## config.mk

```make
export PLATFORM = sky130hd
export DESIGN_NAME = checksummed_position_line_parser_core_flat
export DESIGN_NICKNAME = d
export VERILOG_FILES = /design/src/cplp_pkg.sv /design/src/cplp_rx_if.sv /design/src/cplp_pos_if.sv /design/src/checksummed_position_line_parser_core.sv /design/src/flat_wrapper.sv
export SDC_FILE = /design/constraint.sdc
export NUM_CORES = 1
export LEC_CHECK = 0
export BUFFER_PORTS_ARGS = -buffer_cell sky130_fd_sc_hd__buf_2
export CORE_MARGIN = 2
export CORE_UTILIZATION = 51
export CTS_CLUSTER_DIAMETER = 150
export DETAILED_ROUTE_END_ITERATION = 16
export PLACE_DENSITY_LB_ADDON = 0.15
export SLEW_MARGIN = 30
export SYNTH_ARGS = -nofsm -noshare
export SYNTH_HDL_FRONTEND = slang
export SYNTH_SLANG_ARGS = --single-unit
```

## constraint.sdc

```tcl
create_clock -name clk_i -period 4.2 [get_ports clk_i]
set_input_delay 0.42 -clock clk_i [delete_from_list [all_inputs] [get_ports clk_i]]
set_output_delay 0.42 -clock clk_i [all_outputs]
set_load 0.01 [all_outputs]
```

## src/cplp_pkg.sv

```systemverilog
`timescale 1ns / 1ps
// Package for the checksummed position line parser.
// Byte codes, line limits, value-token phase type and byte decoders; no dependencies.

package cplp_pkg;

  localparam int unsigned RxWidth  = 8;
  localparam int unsigned PosWidth = 32;

  // Byte codes of interest.
  localparam logic [RxWidth-1:0] ChrCr    = 8'd13;
  localparam logic [RxWidth-1:0] ChrNl    = 8'd10;
  localparam logic [RxWidth-1:0] ChrSpace = 8'd32;
  localparam logic [RxWidth-1:0] ChrTab   = 8'd9;
  localparam logic [RxWidth-1:0] ChrVtab  = 8'd11;
  localparam logic [RxWidth-1:0] ChrFf    = 8'd12;
  localparam logic [RxWidth-1:0] ChrPlus  = 8'd43;
  localparam logic [RxWidth-1:0] ChrMinus = 8'd45;

  // Line acceptance limits.
  localparam logic [2:0]  MinLineLen   = 3'd7;
  localparam logic [1:0]  CountSat     = 2'd3;
  localparam logic [1:0]  TailLen      = 2'd2;
  localparam logic [15:0] ChecksumBias = 16'd32;

  // Largest magnitude the value accumulator may hold (that of the most negative value).
  localparam logic [35:0] ValueMagLimit = 36'h0_8000_0000;

  typedef enum logic [1:0] {
    PhLead   = 2'd0,
    PhSign   = 2'd1,
    PhDigits = 2'd2,
    PhTrail  = 2'd3
  } val_phase_e;

  function automatic logic is_blank(input logic [RxWidth-1:0] c);
    return (c == ChrTab) || (c == ChrVtab) || (c == ChrFf);
  endfunction

  function automatic logic is_dec(input logic [RxWidth-1:0] c);
    return (c >= 8'h30) && (c <= 8'h39);
  endfunction

  // Hex digit decode: bit 4 flags a valid digit, bits 3:0 hold its value.
  function automatic logic [4:0] hex_decode(input logic [RxWidth-1:0] c);
    logic [7:0] t;
    t = 8'h00;
    if ((c >= 8'h30) && (c <= 8'h39)) begin
      t = c - 8'h30;
      return {1'b1, t[3:0]};
    end else if ((c >= 8'h61) && (c <= 8'h66)) begin
      t = c - 8'h57;
      return {1'b1, t[3:0]};
    end else if ((c >= 8'h41) && (c <= 8'h46)) begin
      t = c - 8'h37;
      return {1'b1, t[3:0]};
    end
    return 5'd0;
  endfunction

endpackage

```

## src/cplp_rx_if.sv

```systemverilog
`timescale 1ns / 1ps
// Valid/ready channel carrying one received byte.
// Uses cplp_pkg for the field width.

interface cplp_rx_if;
  logic                          valid;
  logic                          ready;
  logic [cplp_pkg::RxWidth-1:0]  rx_byte;

  modport source (output valid, output rx_byte, input ready);
  modport sink   (input valid, input rx_byte, output ready);
endinterface

```

## src/cplp_pos_if.sv

```systemverilog
`timescale 1ns / 1ps
// Valid/ready channel carrying one decoded position.
// Uses cplp_pkg for the field width.

interface cplp_pos_if;
  logic                                 valid;
  logic                                 ready;
  logic signed [cplp_pkg::PosWidth-1:0] position_steps;

  modport source (output valid, output position_steps, input ready);
  modport sink   (input valid, input position_steps, output ready);
endinterface

```

## src/checksummed_position_line_parser_core.sv

```systemverilog
`timescale 1ns / 1ps
// Top level of the checksummed position line parser.
// Depends on cplp_pkg, cplp_rx_if and cplp_pos_if.

// The parser takes one byte per clock cycle, no gaps required, while input
// ready is high. Each byte updates a small set of running line registers
// (length, space count, checksum sum, decimal and hex accumulators) through
// one level of short logic. When a newline is taken and the line passes the
// length, space and checksum checks, the decoded position goes into an output
// register backed by a one-entry skid buffer, so input keeps being taken while
// a result waits; input ready drops only when both are full. Carriage returns
// are ignored; lines failing these checks emit nothing; a bad value emits zero.

module checksummed_position_line_parser_core (
  input  logic       clk_i,
  input  logic       rst_ni,
  cplp_rx_if.sink    rx_i,
  cplp_pos_if.source pos_o
);

  // Line state.
  logic [2:0]             line_len_q, line_len_d;
  logic [1:0]             space_cnt_q, space_cnt_d;
  logic [1:0]             tail_len_q, tail_len_d;
  logic [15:0]            char_sum_q, char_sum_d;
  logic [31:0]            val_acc_q, val_acc_d;
  cplp_pkg::val_phase_e   val_phase_q, val_phase_d;
  logic                   val_neg_q, val_neg_d;
  logic                   val_bad_q, val_bad_d;
  logic [7:0]             hex_acc_q, hex_acc_d;
  logic                   hex_have_q, hex_have_d;
  logic                   hex_neg_q, hex_neg_d;
  logic                   hex_pend_q, hex_pend_d;

  // Output register and skid stage.
  logic                   out_valid_q, out_valid_d;
  logic signed [31:0]     out_data_q, out_data_d;
  logic                   skid_valid_q, skid_valid_d;
  logic signed [31:0]     skid_data_q, skid_data_d;

  logic                   in_fire, out_fire;
  logic [7:0]             c;
  logic                   is_cr, is_nl, is_sp, blank, dec;
  logic [4:0]             hex_dig;
  logic [35:0]            val_next;
  logic [7:0]             neg_sum;
  logic signed [9:0]      sum_mod, msg_val;
  logic                   line_ok, sum_ok, val_good, emit;
  logic signed [31:0]     result;

  assign in_fire  = rx_i.valid && rx_i.ready;
  assign out_fire = out_valid_q && pos_o.ready;
  assign rx_i.ready = !skid_valid_q;

  assign c       = rx_i.rx_byte;
  assign is_cr   = (c == cplp_pkg::ChrCr);
  assign is_nl   = (c == cplp_pkg::ChrNl);
  assign is_sp   = (c == cplp_pkg::ChrSpace);
  assign blank   = cplp_pkg::is_blank(c);
  assign dec     = cplp_pkg::is_dec(c);
  assign hex_dig = cplp_pkg::hex_decode(c);

  // acc * 10 + digit, as two shifts and two adds.
  assign val_next = {1'b0, val_acc_q, 3'b000} + {3'b000, val_acc_q, 1'b0}
                  + {32'd0, c[3:0]};

  // Truncating remainder of the signed sum by 256.
  assign neg_sum = 8'd0 - char_sum_q[7:0];
  assign sum_mod = char_sum_q[15] ? (10'sd0 - $signed({2'b00, neg_sum}))
                                  : $signed({2'b00, char_sum_q[7:0]});
  assign msg_val = hex_neg_q ? (10'sd0 - $signed({2'b00, hex_acc_q}))
                             : $signed({2'b00, hex_acc_q});

  assign line_ok = (line_len_q >= cplp_pkg::MinLineLen) && (space_cnt_q == 2'd1)
                && (tail_len_q == cplp_pkg::TailLen) && hex_have_q;
  assign sum_ok  = (sum_mod == msg_val);
  assign val_good = !val_bad_q
                 && ((val_phase_q == cplp_pkg::PhDigits) || (val_phase_q == cplp_pkg::PhTrail))
                 && (val_neg_q || !val_acc_q[31]);
  assign result  = !val_good ? 32'sd0
                 : val_neg_q ? $signed(32'd0 - val_acc_q) : $signed(val_acc_q);
  assign emit    = in_fire && is_nl && line_ok && sum_ok;

  always_comb begin
    line_len_d  = line_len_q;
    space_cnt_d = space_cnt_q;
    tail_len_d  = tail_len_q;
    char_sum_d  = char_sum_q;
    val_acc_d   = val_acc_q;
    val_phase_d = val_phase_q;
    val_neg_d   = val_neg_q;
    val_bad_d   = val_bad_q;
    hex_acc_d   = hex_acc_q;
    hex_have_d  = hex_have_q;
    hex_neg_d   = hex_neg_q;
    hex_pend_d  = hex_pend_q;

    if (in_fire && !is_cr) begin
      if (is_nl) begin
        line_len_d  = 3'd0;
        space_cnt_d = 2'd0;
        tail_len_d  = 2'd0;
        char_sum_d  = cplp_pkg::ChecksumBias;
        val_acc_d   = 32'd0;
        val_phase_d = cplp_pkg::PhLead;
        val_neg_d   = 1'b0;
        val_bad_d   = 1'b0;
        hex_acc_d   = 8'd0;
        hex_have_d  = 1'b0;
        hex_neg_d   = 1'b0;
        hex_pend_d  = 1'b0;
      end else begin
        if (line_len_q < cplp_pkg::MinLineLen) begin
          line_len_d = line_len_q + 3'd1;
        end
        if (is_sp) begin
          if (space_cnt_q < cplp_pkg::CountSat) begin
            space_cnt_d = space_cnt_q + 2'd1;
          end
        end else if (space_cnt_q == 2'd0) begin
          char_sum_d = char_sum_q + {{8{c[7]}}, c};
          // Value token: blanks, optional sign, digits, blanks.
          if (!val_bad_q) begin
            if (dec && (val_phase_q != cplp_pkg::PhTrail)) begin
              if (val_next > cplp_pkg::ValueMagLimit) begin
                val_bad_d = 1'b1;
              end else begin
                val_acc_d   = val_next[31:0];
                val_phase_d = cplp_pkg::PhDigits;
              end
            end else if (blank && (val_phase_q != cplp_pkg::PhSign)) begin
              if (val_phase_q != cplp_pkg::PhLead) begin
                val_phase_d = cplp_pkg::PhTrail;
              end
            end else if (((c == cplp_pkg::ChrPlus) || (c == cplp_pkg::ChrMinus))
                         && (val_phase_q == cplp_pkg::PhLead)) begin
              val_phase_d = cplp_pkg::PhSign;
              val_neg_d   = (c == cplp_pkg::ChrMinus);
            end else begin
              val_bad_d = 1'b1;
            end
          end
        end else if (space_cnt_q == 2'd1) begin
          if (tail_len_q == 2'd0) begin
            if (hex_dig[4]) begin
              hex_acc_d  = {4'd0, hex_dig[3:0]};
              hex_have_d = 1'b1;
              hex_neg_d  = 1'b0;
              hex_pend_d = 1'b0;
            end else if (blank || (c == cplp_pkg::ChrPlus)) begin
              hex_have_d = 1'b0;
              hex_neg_d  = 1'b0;
              hex_pend_d = 1'b1;
            end else if (c == cplp_pkg::ChrMinus) begin
              hex_have_d = 1'b0;
              hex_neg_d  = 1'b1;
              hex_pend_d = 1'b1;
            end else begin
              hex_have_d = 1'b0;
              hex_neg_d  = 1'b0;
              hex_pend_d = 1'b0;
            end
          end else if (tail_len_q == 2'd1) begin
            // A digit after a lone leading digit extends it; a non-digit keeps it.
            if (hex_have_q) begin
              if (hex_dig[4]) begin
                hex_acc_d = {hex_acc_q[3:0], hex_dig[3:0]};
              end
            end else if (hex_pend_q) begin
              if (hex_dig[4]) begin
                hex_acc_d  = {4'd0, hex_dig[3:0]};
                hex_have_d = 1'b1;
                hex_pend_d = 1'b0;
              end else begin
                hex_have_d = 1'b0;
                hex_neg_d  = 1'b0;
                hex_pend_d = 1'b0;
              end
            end
          end
          if (tail_len_q < cplp_pkg::CountSat) begin
            tail_len_d = tail_len_q + 2'd1;
          end
        end
      end
    end
  end

  always_comb begin
    out_valid_d  = out_valid_q;
    out_data_d   = out_data_q;
    skid_valid_d = skid_valid_q;
    skid_data_d  = skid_data_q;
    if (skid_valid_q) begin
      if (out_fire) begin
        out_data_d   = skid_data_q;
        skid_valid_d = 1'b0;
      end
    end else if (emit) begin
      if (!out_valid_q || out_fire) begin
        out_valid_d = 1'b1;
        out_data_d  = result;
      end else begin
        skid_valid_d = 1'b1;
        skid_data_d  = result;
      end
    end else if (out_fire) begin
      out_valid_d = 1'b0;
    end
  end

  assign pos_o.valid          = out_valid_q;
  assign pos_o.position_steps = out_data_q;

  always_ff @(posedge clk_i or negedge rst_ni) begin
    if (!rst_ni) begin
      line_len_q   <= 3'd0;
      space_cnt_q  <= 2'd0;
      tail_len_q   <= 2'd0;
      char_sum_q   <= cplp_pkg::ChecksumBias;
      val_acc_q    <= 32'd0;
      val_phase_q  <= cplp_pkg::PhLead;
      val_neg_q    <= 1'b0;
      val_bad_q    <= 1'b0;
      hex_acc_q    <= 8'd0;
      hex_have_q   <= 1'b0;
      hex_neg_q    <= 1'b0;
      hex_pend_q   <= 1'b0;
      out_valid_q  <= 1'b0;
      skid_valid_q <= 1'b0;
    end else begin
      line_len_q   <= line_len_d;
      space_cnt_q  <= space_cnt_d;
      tail_len_q   <= tail_len_d;
      char_sum_q   <= char_sum_d;
      val_acc_q    <= val_acc_d;
      val_phase_q  <= val_phase_d;
      val_neg_q    <= val_neg_d;
      val_bad_q    <= val_bad_d;
      hex_acc_q    <= hex_acc_d;
      hex_have_q   <= hex_have_d;
      hex_neg_q    <= hex_neg_d;
      hex_pend_q   <= hex_pend_d;
      out_valid_q  <= out_valid_d;
      skid_valid_q <= skid_valid_d;
    end
  end

  always_ff @(posedge clk_i) begin
    out_data_q  <= out_data_d;
    skid_data_q <= skid_data_d;
  end

  // The skid stage only fills behind a waiting output register.
  a_skid_behind_out: assert property (@(posedge clk_i) disable iff (!rst_ni)
    skid_valid_q |-> out_valid_q)
    else $error("skid stage holds a result while the output register is empty");

  // A newline always leaves the line state cleared.
  a_nl_clears: assert property (@(posedge clk_i) disable iff (!rst_ni)
    (in_fire && is_nl) |=> (line_len_q == 3'd0) && (char_sum_q == cplp_pkg::ChecksumBias)
                           && !hex_have_q && !val_bad_q)
    else $error("line state not cleared after newline");

  // A new result only appears after an accepted newline.
  a_result_after_nl: assert property (@(posedge clk_i) disable iff (!rst_ni)
    $rose(out_valid_q) |-> $past(in_fire && is_nl))
    else $error("result appeared without a terminating newline");

  // The decimal magnitude never grows past the most negative value.
  a_val_bound: assert property (@(posedge clk_i) disable iff (!rst_ni)
    !val_acc_q[31] || (val_acc_q[30:0] == 31'd0))
    else $error("value accumulator exceeded its limit");

  // Hex state: a digit is never pending once one has been taken.
  a_hex_flags: assert property (@(posedge clk_i) disable iff (!rst_ni)
    !(hex_have_q && hex_pend_q))
    else $error("hex digit both present and pending");

endmodule
```

## src/flat_wrapper.sv

```systemverilog
// flat-port wrapper written by rule: the top's interface ports become plain ports
module checksummed_position_line_parser_core_flat 
  (clk_i, rst_ni, rx_i_valid, rx_i_rx_byte, rx_i_ready, pos_o_valid, pos_o_position_steps, pos_o_ready);
  cplp_rx_if rx_i_i ();
  cplp_pos_if pos_o_i ();
  input  logic clk_i;
  input  logic rst_ni;
  input wire logic [$bits(rx_i_i.valid)-1:0] rx_i_valid;
  input wire logic [$bits(rx_i_i.rx_byte)-1:0] rx_i_rx_byte;
  output wire logic [$bits(rx_i_i.ready)-1:0] rx_i_ready;
  output wire logic [$bits(pos_o_i.valid)-1:0] pos_o_valid;
  output wire logic [$bits(pos_o_i.position_steps)-1:0] pos_o_position_steps;
  input wire logic [$bits(pos_o_i.ready)-1:0] pos_o_ready;
  assign rx_i_i.valid = rx_i_valid;
  assign rx_i_i.rx_byte = rx_i_rx_byte;
  assign rx_i_ready = rx_i_i.ready;
  assign pos_o_valid = pos_o_i.valid;
  assign pos_o_position_steps = pos_o_i.position_steps;
  assign pos_o_i.ready = pos_o_ready;
  checksummed_position_line_parser_core u_core (.clk_i(clk_i), .rst_ni(rst_ni), .rx_i(rx_i_i), .pos_o(pos_o_i));
endmodule
```

==> out/metrics.csv, run 1 <==
metric,value,unit
Final Power,4.12,mW
final cycle utilization of the critical path,101,%
Crit Reg-Reg Endpoint,u_core.val_acc_q[6],
placer congestion estimate,0.974,
Max Cap Viol,0,
Async SR Flop Fraction,52.9,%
Final Setup Violations,15,
"slowest stage delay, CP",570,ps
CP Launch Type,register,
FF-to-FF setup slack,-40,ps
count of pins over their slew limit,0,
num ports,46,
via/cell ratio,5.82,
vias in the first global route,8220,
main flop type after synthesis,dfrtp_1,
Port-buffer cells,45,
height of the die,146,um
"antenna viol nets, final",0,
Worst path top cell family by delay,compound AO/OA/AOI/OAI gates,
first-pass iteration count of the detailed router,5,
fin crit period,4240,ps
CORE AREA,19600,um^2
Worst Setup Path Type,reg -> reg,
slowest CP cell,fa_2,
Nets,1326,
"FF+latch count, synth",136,
Worst Max-Slew Pin Slew,780,ps
die width,146,um
cts bufs inserted,17,
RSZ-0062 raised after global routing,yes,
hold_ws,19.7,ps
worst r2r src,u_core.val_acc_q[0],
Yosys Warn Count,0,
DP Worst Slack,-223,ps
Final Hold Fails,0,
element type at the critical path end,register,
"Cell Chain, Critical Path",inv_2 > fa_2 > inv_2 > ha_4 > a211oi_4 > o21bai_1 > a31oi_1 > nand3_1 > a221o_1 > a21oi_2 > xnor2_2 > or4_1 > o21ai_2 > nand4b_4 > buf_4 > buf_12 > buf_4 > mux2i_1,
Max-slew headroom,47.6,%
layout cells sized above 1,18.7,%
CTS root buffer,clkbuf_16,
# DRC,0,
"Buf+Inv Stages, Crit Path",5,
overall routing resource usage,24.7,%
H-tree depth,4,
WP data required,4490,ps
CTS Hold Bufs,0,
die area,21200,um^2
syn nets,1211,
leak pwr,5.33,nW
pwr dens,341,nW/um^2
failing checks,setup timing,
Worst Reg-to-Reg Cells,18,
Longest Clk Path Bufs,2,
CTS sink cnt,136,
worst hold path type,in -> async,
Routed WL,25800,um
mean area per synthesized cell,9.29,um^2
CTS tree,done,
largest net degree at the start of global routing,73,
Arrival @ worst endpoint,4530,ps
Starting Density,52.2,%
Mapped Area,10200,um^2
Clock Pin Slew Worst Setup and Hold Paths,60,ps
global-route wire length before repair,42500,um
Worst Skew,10.8,ps
initial antenna violation count,0,
filler cell count,1688,
Detail Placement HPWL,19100,um
Routed WL per cell,17.3,um
CP max FO,7,
Worst-Skew Late Latency,430,ps
diodes inserted,0,
outcome,"complete, but fails checks",
maximum vdd drop,0.299,mV
highest clock rate,0.236,GHz
DR vias,8693,
sequential element share of the synthesized area,36.4,%
DR iter-0 viols,644,
post-synthesis cell count,1101,
GRT overflow,0,
synthesis-to-finish area growth,18.0,%
setup ws final,-36.1,ps
# rows,51,
post-synthesis cell type count,73,
number of synthesized flops with an enable pin,64,
metal layers:
layer  track usage (%)  up-vias  wire (um)
li1                  -     4283          -
met1              37.8     4113      12900
met2              36.2      253      10900
met3              3.42       44       1330
met4              7.99        0        633
met5                 0        -          0
power breakdown:
part / switching [mW] / internal, mW
sequential: 0.145 / 1.48
combinational: 0.538 / 0.466
clock: 0.647 / 0.841
total: 1.33 / 2.79
final cells by class:
| class | count | area [um^2] | share of cell area (%) |
|---|---|---|---|
| Tap cell | 265 | 332 | 2.74 |
| Inverter | 40 | 150 | 1.24 |
| Sequential cell | 136 | 3720 | 30.8 |
| Multi-Input combinational cell | 889 | 6330 | 52.4 |
| Clock inverter | 15 | 155 | 1.28 |
| Clock buffer | 17 | 425 | 3.52 |
| Timing Repair Buffer | 132 | 961 | 7.96 |
how the worst max path moves through the flow:
stage	from	endpoint	slack [ps]	cells past startpoint
after floorplan	u_core.val_acc_q[0]	u_core.val_acc_q[10]	20	15
after global placement	rx_i_rx_byte[3]	u_core.val_acc_q[12]	-170	16
after detailed placement	rx_i_rx_byte[3]	u_core.val_acc_q[27]	-220	16
after CTS	u_core.val_acc_q[2]	u_core.val_acc_q[2]	20	16
after global routing	u_core.val_acc_q[0]	u_core.val_acc_q[10]	-230	17
final	u_core.val_acc_q[0]	u_core.val_acc_q[6]	-40	18
cells in the final DEF (no fill, tap or decap), drive strengths merged, types with 8 or more instances in the layout:
cell type	count
and3	9
nand3	30
nand2b	10
o21bai	8
edfxtp	64
nor2	97
o31ai	42
or3	8
dfrtp	71
mux2i	18
xor2	45
mux2	26
inv	51
nand4	11
xnor2	36
nand2	126
ha	95
nor2b	13
a31oi	12
a22o	8
clkbuf	18
buf	131
a21oi	59
a21o	18
and2	22
nor3	19
o21ai	67
per-stage QoR:
step	utilization, %	area [um^2]	TNS, ps	std cells
floorplan	-	10200	0	1101
global placement	57.3	11200	-3690	1450
detailed placement	57.3	11200	-5370	1450
CTS	60.9	11900	0	1486
global route	61.7	12100	-4870	1494
finish	61.7	12100	-375	1494
cell usage after synthesis, drive strengths merged, types with 4 or more instances:
| library cell | instances | area share, % |
|---|---|---|
| o2111ai | 4 | 0.34 |
| dfrtp | 71 | 17 |
| edfxtp | 64 | 19 |
| a21boi | 6 | 0.44 |
| nor2 | 97 | 3.6 |
| xnor2 | 36 | 3.1 |
| and3 | 9 | 0.55 |
| a221oi | 5 | 0.49 |
| o21bai | 8 | 0.59 |
| a22o | 8 | 0.68 |
| ha | 95 | 12 |
| a21oi | 59 | 2.9 |
| nand3b | 4 | 0.29 |
| mux2 | 26 | 3.4 |
| inv | 40 | 1.5 |
| o31ai | 42 | 3.1 |
| a31oi | 12 | 0.73 |
| or2 | 7 | 0.43 |
| buf | 10 | 0.61 |
| nor4 | 5 | 0.31 |
| o41ai | 5 | 0.43 |
| mux2i | 18 | 1.8 |
| a31o | 7 | 0.60 |
| nor2b | 13 | 0.79 |
| nor3 | 19 | 0.93 |
| nand3 | 30 | 1.5 |
| o21a | 7 | 0.51 |
| nand2 | 126 | 4.6 |
| o21ai | 67 | 3.3 |
| or4 | 5 | 0.37 |
| nand2b | 10 | 0.61 |
| xor2 | 45 | 3.9 |
| o211ai | 5 | 0.37 |
| and2 | 22 | 1.3 |
| nand4 | 11 | 0.67 |
| clkbuf | 26 | 0.95 |
| or3 | 8 | 0.49 |
| a211oi | 7 | 0.51 |
| a21o | 18 | 1.3 |
flip-flops by register name, indices dropped and copies added, names as in the netlist, 2 cells and up:
signal,cells
u_core.val_acc_q,32
u_core.tail_len_q,2
u_core.char_sum_q,16
u_core.line_len_q,3
u_core.val_phase_q,2
u_core.skid_data_q,32
u_core.hex_acc_q,8
u_core.pos_o.position_steps,32
u_core.space_cnt_q,2
kinds of logic after synthesis:
logic type | Yosys count | share of synthesized area (%)
DFF | 136 | 36.4
adders and majority gates | 98 | 12.2
muxes | 44 | 5.17
buffers and inverters | 76 | 3.03
xor gates and xnor gates | 81 | 6.93
and+or+nand+nor | 378 | 17.5
AOI/OAI and AO/OA | 288 | 18.7
repair_timing:
| action | in CTS | in global routing |
|---|---|---|
| endpoints found under the hold margin | 0 | 0 |
| cloned | 2 | 0 |
| resized for setup | 15 | 27 |
| pin swaps | 6 | 10 |
| setup buffers | 2 | 9 |
| endpoints found under the setup margin | 23 | 31 |
No activity file was read; power rests on OpenSTA's default activity.
==> inputs of run 2 (changes only) <==
--- a/config.mk
+++ b/config.mk
@@ -15,3 +15,4 @@
 export SYNTH_ARGS = -nofsm -noshare
 export SYNTH_HDL_FRONTEND = slang
 export SYNTH_SLANG_ARGS = --single-unit
+export TNS_END_PERCENT = 5
==> run 2 against run 1 <==
The flow still finishes with violations (setup timing). Largest cell class unchanged. Global-route usage is the same. First-iteration DRC count shrank 2.8%. Combinational power is essentially flat. Setup slack gained 19 ps. Critical endpoint is now u_core.val_acc_q[2]. Final cell count grew 0.13%.
==> out/metrics.csv, run 2 (synthesized netlist as in run 1, its figures left out) <==
metric,value,unit,change
highest clock rate,0.237,GHz,+0.44%
RSZ-0062 raised after global routing,yes,,
Nets,1327,,+0.075%
Longest Clk Path Bufs,2,,unchanged
via/cell ratio,5.82,,about the same
initial antenna violation count,0,,unchanged
maximum vdd drop,0.299,mV,-0.14%
overall routing resource usage,24.7,%,unchanged
final cycle utilization of the critical path,100,%,-0.45 points
Crit Reg-Reg Endpoint,u_core.val_acc_q[2],,
Worst Setup Path Type,reg -> reg,,
H-tree depth,4,,unchanged
die area,21200,um^2,unchanged
Switching Share,32.3,%,about the same
CTS tree,done,,
Final Setup Violations,8,,-7
Clock power frac,36.1,%,about the same
outcome,"complete, but fails checks",,
CP Launch Type,register,,
vias in the first global route,8220,,unchanged
Worst Skew,10.5,ps,-0.301 ps
Worst-Skew Late Latency,430,ps,about the same
Detail Placement HPWL,19100,um,unchanged
Routed WL,25700,um,-0.53%
Worst Max-Slew Pin Slew,761,ps,-18.9 ps
"Cell Chain, Critical Path",inv_2 > fa_2 > inv_2 > ha_4 > a211oi_4 > o21bai_1 > a31oi_1 > nand3_1 > a221o_1 > a21oi_2 > xnor2_2 > or4_1 > o21ai_2 > nand4b_4 > buf_4 > buf_12 > mux2_4,,
pwr dens,341,nW/um^2,about the same
slowest CP cell,fa_2,,
CP max FO,7,,unchanged
global-route wire length before repair,42500,um,unchanged
Final Cell Area,12100,um^2,about the same
CTS root buffer,clkbuf_16,,
die width,146,um,unchanged
CORE AREA,19600,um^2,unchanged
most frequent cells in the layout,"126 x nand2_1, 96 x nor2_1, 94 x ha_1",,
placer congestion estimate,0.974,,unchanged
largest net degree at the start of global routing,73,,unchanged
height of the die,146,um,unchanged
Final Power,4.12,mW,about the same
area of the multi-input gates,6330,um^2,unchanged
critical path endpoint,u_core.val_acc_q[2],,
worst hold path type,in -> async,,
layout cells sized above 1,18.8,%,+0.066 points
Flop pwr share,39.5,%,about the same
DR iter-0 viols,626,,-2.8%
"antenna viol nets, final",0,,unchanged
DR vias,8703,,+0.12%
Final Hold Fails,0,,unchanged
# rows,51,,unchanged
Starting Density,52.2,%,unchanged
cts bufs inserted,17,,unchanged
"most common cell after layout, fill and taps aside",nand2_1,,
FF-to-FF setup slack,-20,ps,+20 ps
filler cell count,1687,,-0.059%
Comb power frac,24.4,%,about the same
GRT overflow,0,,unchanged
"slowest stage delay, CP",570,ps,about the same
fin crit period,4220,ps,-18.7 ps
first-pass iteration count of the detailed router,5,,unchanged
crit path from,u_core.val_acc_q[0],,
Routed WL per cell,17.2,um,-0.67%
element type at the critical path end,register,,
Clock Pin Slew Worst Setup and Hold Paths,60,ps,about the same
CTS sink cnt,136,,unchanged
setup ws final,-17.4,ps,+18.7 ps
# DRC,0,,unchanged
synthesis-to-finish area growth,18.1,%,about the same
final setup TNS,-106,ps,+269 ps
Worst Reg-to-Reg Cells,17,,-1
Max Cap Viol,0,,unchanged
internal power,2.79,mW,about the same
num ports,46,,unchanged
Port-buffer cells,45,,unchanged
NetSw,1.33,mW,-0.14%
Post-DP Area,11200,um^2,unchanged
leak pwr,5.33,nW,about the same
WP data required,4500,ps,about the same
Sequential Area,3720,um^2,unchanged
Max-slew headroom,48.9,%,+1.3 points
worst r2r src,u_core.val_acc_q[0],,
count of pins over their slew limit,0,,unchanged
Arrival @ worst endpoint,4520,ps,about the same
failing checks,setup timing,,
CTS Hold Bufs,0,,unchanged
CP most frequent cell,inv_2,,
-- run 2: cell count changes in the layout (fill, tap and decap cells not counted), sizes merged --
cell	previous run	this run
buf	131	132
diode	0	1
-- run 2: worst min-delay path by stage --
stage,endpoint,slack (ps),cells past startpoint
final,u_core.skid_valid_q,20,1
after detailed placement,u_core.char_sum_q[13],480,2
after global placement,u_core.char_sum_q[14],470,2
after global routing,u_core.skid_valid_q,60,1
after floorplan,u_core.char_sum_q[0],120,0
after CTS,u_core.pos_o.valid,180,1
-- run 2: area by class of cell --
type	instances	area share, %
diodes	1	0.0207
clock buffers	17	3.52
clock inverters	15	1.28
inverters	40	1.24
multi-input cells	889	52.4
flip-flops and latches	136	30.8
well taps	265	2.74
repair buffers	133	7.95
-- run 2: per-stage QoR --
stage | instances | util (%) | setup slack, ps | hold slack, ps
after floorplan | 1101 | - | 22.0 | 124
after global routing | 1495 | 61.7 | -220 | 64.5
after global placement | 1450 | 57.3 | -169 | 472
final | 1496 | 61.7 | -17.4 | 19.8
after CTS | 1486 | 60.9 | 16.7 | 177
after detailed placement | 1450 | 57.3 | -223 | 480
-- run 2: worst max-delay path: cells and delay by family (launching register included) --
family / cells / cell delay [ps]
AND/OR/NAND/NOR: 3 / 720
AO/OA/AOI/OAI: 6 / 1350
buffers and inverters: 4 / 450
multiplexers: 1 / 290
adder cells (fa/ha/maj): 2 / 810
flip-flops: 1 / 360
XOR/XNOR: 1 / 110
-- run 2: repair_timing --
action | 4_1_cts | 5_1_grt
setup buffers | 2 | 9
setup endpoints to repair | 23 | 31
gates resized for setup | 15 | 20
pin swaps | 6 | 10
gates cloned | 2 | 0
-- run 2: power groups by stage --
stage	Clock, mW	Sequential (mW)	Combinational, mW
after floorplan	0	1.60	0.794
after global placement	0	1.65	0.958
after detailed placement	0	1.65	0.982
after CTS	1.51	1.63	0.993
after global routing	1.57	1.65	1.15
final	1.49	1.63	1.00
-- run 2: metal layers --
metal  GRT usage [%]  vias to the layer above  wire, um
li1                -                     4292         -
met1            37.8                     4128     12800
met2            36.2                      247     11000
met3            3.42                       36      1380
met4            7.99                        0       588
met5               0                        -         0
==> inputs of run 3 (changes only) <==
==> constraint.sdc (replaced) <==
create_clock -name clk_i -period 4.05 [get_ports clk_i]
set_input_delay 0.405 -clock clk_i [delete_from_list [all_inputs] [get_ports clk_i]]
set_output_delay 0.405 -clock clk_i [all_outputs]
set_load 0.01 [all_outputs]
==> run 3 against run 2 <==
The flow finishes with violations (hold timing, setup timing). Global-route usage is 0.17 points higher. Die area stayed put. Utilization is 0.95 points higher. Via count is 1.3% higher. Combinational power is 5% higher. Non-clock buffer count is 19 higher. Critical path depth is 1 lower. Sequential share of layout area is 0.47 points lower. Critical path type unchanged. Highest routed layer unchanged.
==> out/metrics.csv, run 3 (synthesized netlist as in run 1, its figures left out) <==
metric,value,unit,change
DR vias,8814,,+1.3%
"Buf+Inv Stages, Crit Path",3,,-1
initial antenna violation count,0,,unchanged
CTS Hold Bufs,0,,unchanged
CTS tree,done,,
Final Cell Area,12300,um^2,+1.5%
slowest CP cell,fa_1,,
CTS sink cnt,136,,unchanged
Nets,1346,,+1.4%
Routed WL per cell,17.2,um,+0.45%
Flop pwr share,40.0,%,+0.5 points
Starting Density,52.2,%,unchanged
"slowest stage delay, CP",570,ps,about the same
via/cell ratio,5.82,,about the same
NetSw,1.40,mW,+5.4%
"most common cell after layout, fill and taps aside",nand2_1,,
num ports,46,,unchanged
Switching Share,33.1,%,+0.80 points
Final Hold Fails,2,,+2
CP max FO,7,,unchanged
overall routing resource usage,24.9,%,+0.17 points
CP Launch Type,register,,
leak pwr,5.41,nW,+1.6%
outcome,"complete, but fails checks",,
H-tree depth,4,,unchanged
Comb power frac,24.9,%,+0.5 points
Worst Setup Path Type,reg -> reg,,
Worst Max-Slew Pin Slew,794,ps,+32.2 ps
Max-slew headroom,46.6,%,-2.3 points
pwr dens,345,nW/um^2,+1.3%
Worst Skew,13.4,ps,+2.88 ps
Routed WL,26100,um,+1.7%
internal power,2.84,mW,+1.7%
GRT overflow,0,,unchanged
DR iter-0 viols,614,,-1.9%
hold_ws,-8.24,ps,-28.0 ps
synthesis-to-finish area growth,19.9,%,
Post-DP Area,11400,um^2,+1.7%
CTS root buffer,clkbuf_16,,
Longest Clk Path Bufs,2,,unchanged
Detail Placement HPWL,19300,um,+0.88%
Clock Pin Slew Worst Setup and Hold Paths,60,ps,about the same
highest clock rate,0.243,GHz,+2.6%
CORE AREA,19600,um^2,unchanged
fin crit period,4110,ps,-108 ps
final cycle utilization of the critical path,101,%,+1.0 points
Port-buffer cells,45,,unchanged
largest net degree at the start of global routing,58,,-21%
CP most frequent cell,inv_2,,
Clock power frac,35.1,%,-1.0 points
first-pass iteration count of the detailed router,5,,unchanged
# rows,51,,unchanged
die area,21200,um^2,unchanged
# DRC,0,,unchanged
"Cell Chain, Critical Path",inv_2 > fa_1 > inv_2 > ha_4 > a211oi_2 > o21bai_1 > a31oi_1 > nand3_1 > a221o_1 > a21oi_2 > xnor2_2 > or4_4 > o21ai_4 > nand4b_4 > buf_12 > mux2_4,,
WP data required,4360,ps,-140 ps
maximum vdd drop,0.335,mV,+12%
height of the die,146,um,unchanged
die width,146,um,unchanged
RSZ-0062 raised after global routing,yes,,
Arrival @ worst endpoint,4420,ps,-100 ps
count of pins over their slew limit,0,,unchanged
global-route wire length before repair,42800,um,+0.57%
Max Cap Viol,0,,unchanged
element type at the critical path end,register,,
failing checks,"hold timing, setup timing",,
diodes inserted,0,,-1
Worst-Skew Late Latency,430,ps,about the same
setup ws final,-59.1,ps,-41.7 ps
most frequent cells in the layout,"126 x nand2_1, 98 x buf_4, 96 x nor2_1",,
cts bufs inserted,17,,unchanged
Final Power,4.24,mW,+2.9%
layout cells sized above 1,20.4,%,+1.6 points
worst hold path type,in -> async,,
placer congestion estimate,0.962,,-1.3%
"antenna viol nets, final",0,,unchanged
Final Setup Violations,20,,+12
Worst path top cell family by delay,compound AO/OA/AOI/OAI gates,,
vias in the first global route,8371,,+1.8%
-- run 3: final cells by class --
type	count	area, um^2
well taps	265	332
clock buffers	17	425
flip-flops and latches	136	3720
clock inverters	15	135
multi-input cells	889	6380
inverters	40	150
repair buffers	152	1120
fillers	1678	7320
-- run 3: worst paths after layout --
kind                            slack, ps  depth (start not counted)             startpoint                     to
worst max-delay path                  -60                         16    u_core.val_acc_q[0]   u_core.val_acc_q[16]
worst min-delay path                   -8                          1                 rst_ni    u_core.skid_valid_q
min in group clk_i                    160                          2            pos_o_ready    u_core.skid_valid_q
max in group asynchronous            3370                          2                 rst_ni   u_core.char_sum_q[5]
worst min register to register        490                          2  u_core.char_sum_q[13]  u_core.char_sum_q[13]
worst max register to register        -60                         16    u_core.val_acc_q[0]   u_core.val_acc_q[16]
-- run 3: power groups by stage --
stage               Combinational, mW  Sequential, mW  Clock, mW
floorplan                       0.823            1.66          0
global placement                0.996            1.71          0
detailed placement               1.03            1.72          0
CTS                              1.04            1.69       1.52
global route                     1.20            1.72       1.56
finish                           1.05            1.70       1.49
-- run 3: per-layer routing --
layer	share of wire (%)	track usage, %	vias up	routed length [um]
met5	0	0	-	0
met4	2.0	8.14	0	517
met3	6.3	3.64	40	1650
met2	44	37.7	289	11400
met1	48	36.9	4161	12500
li1	-	-	4324	-
-- run 3: worst register-to-register path: cells and delay by family (launching register included) --
kind                       cells  cell delay [ps]
muxes                          1              300
buffers and inverters          3              340
xor gates and xnor gates       1              110
DFF                            1              360
adders and majority gates      2              780
and+or+nand+nor                3              790
AOI/OAI and AO/OA              6             1310
-- run 3: what timing repair did --
| action | CTS | global route |
|---|---|---|
| pin swaps | 12 | 21 |
| gates resized for setup | 20 | 28 |
| setup endpoints to repair | 32 | 65 |
| buffers inserted | 5 | 4 |
| gates cloned | 2 | 0 |
-- run 3: through the flow --
step | utilization (%) | cells | setup TNS (ps) | setup slack [ps]
5_1_grt | 62.6 | 1514 | -5670 | -220
6_report | 62.6 | 1514 | -771 | -59.1
3_3_place_gp | 58.2 | 1473 | -8240 | -308
3_5_place_dp | 58.3 | 1474 | -12260 | -430
4_1_cts | 62.1 | 1513 | -2010 | -97.5
2_1_floorplan | - | 1101 | -5300 | -128
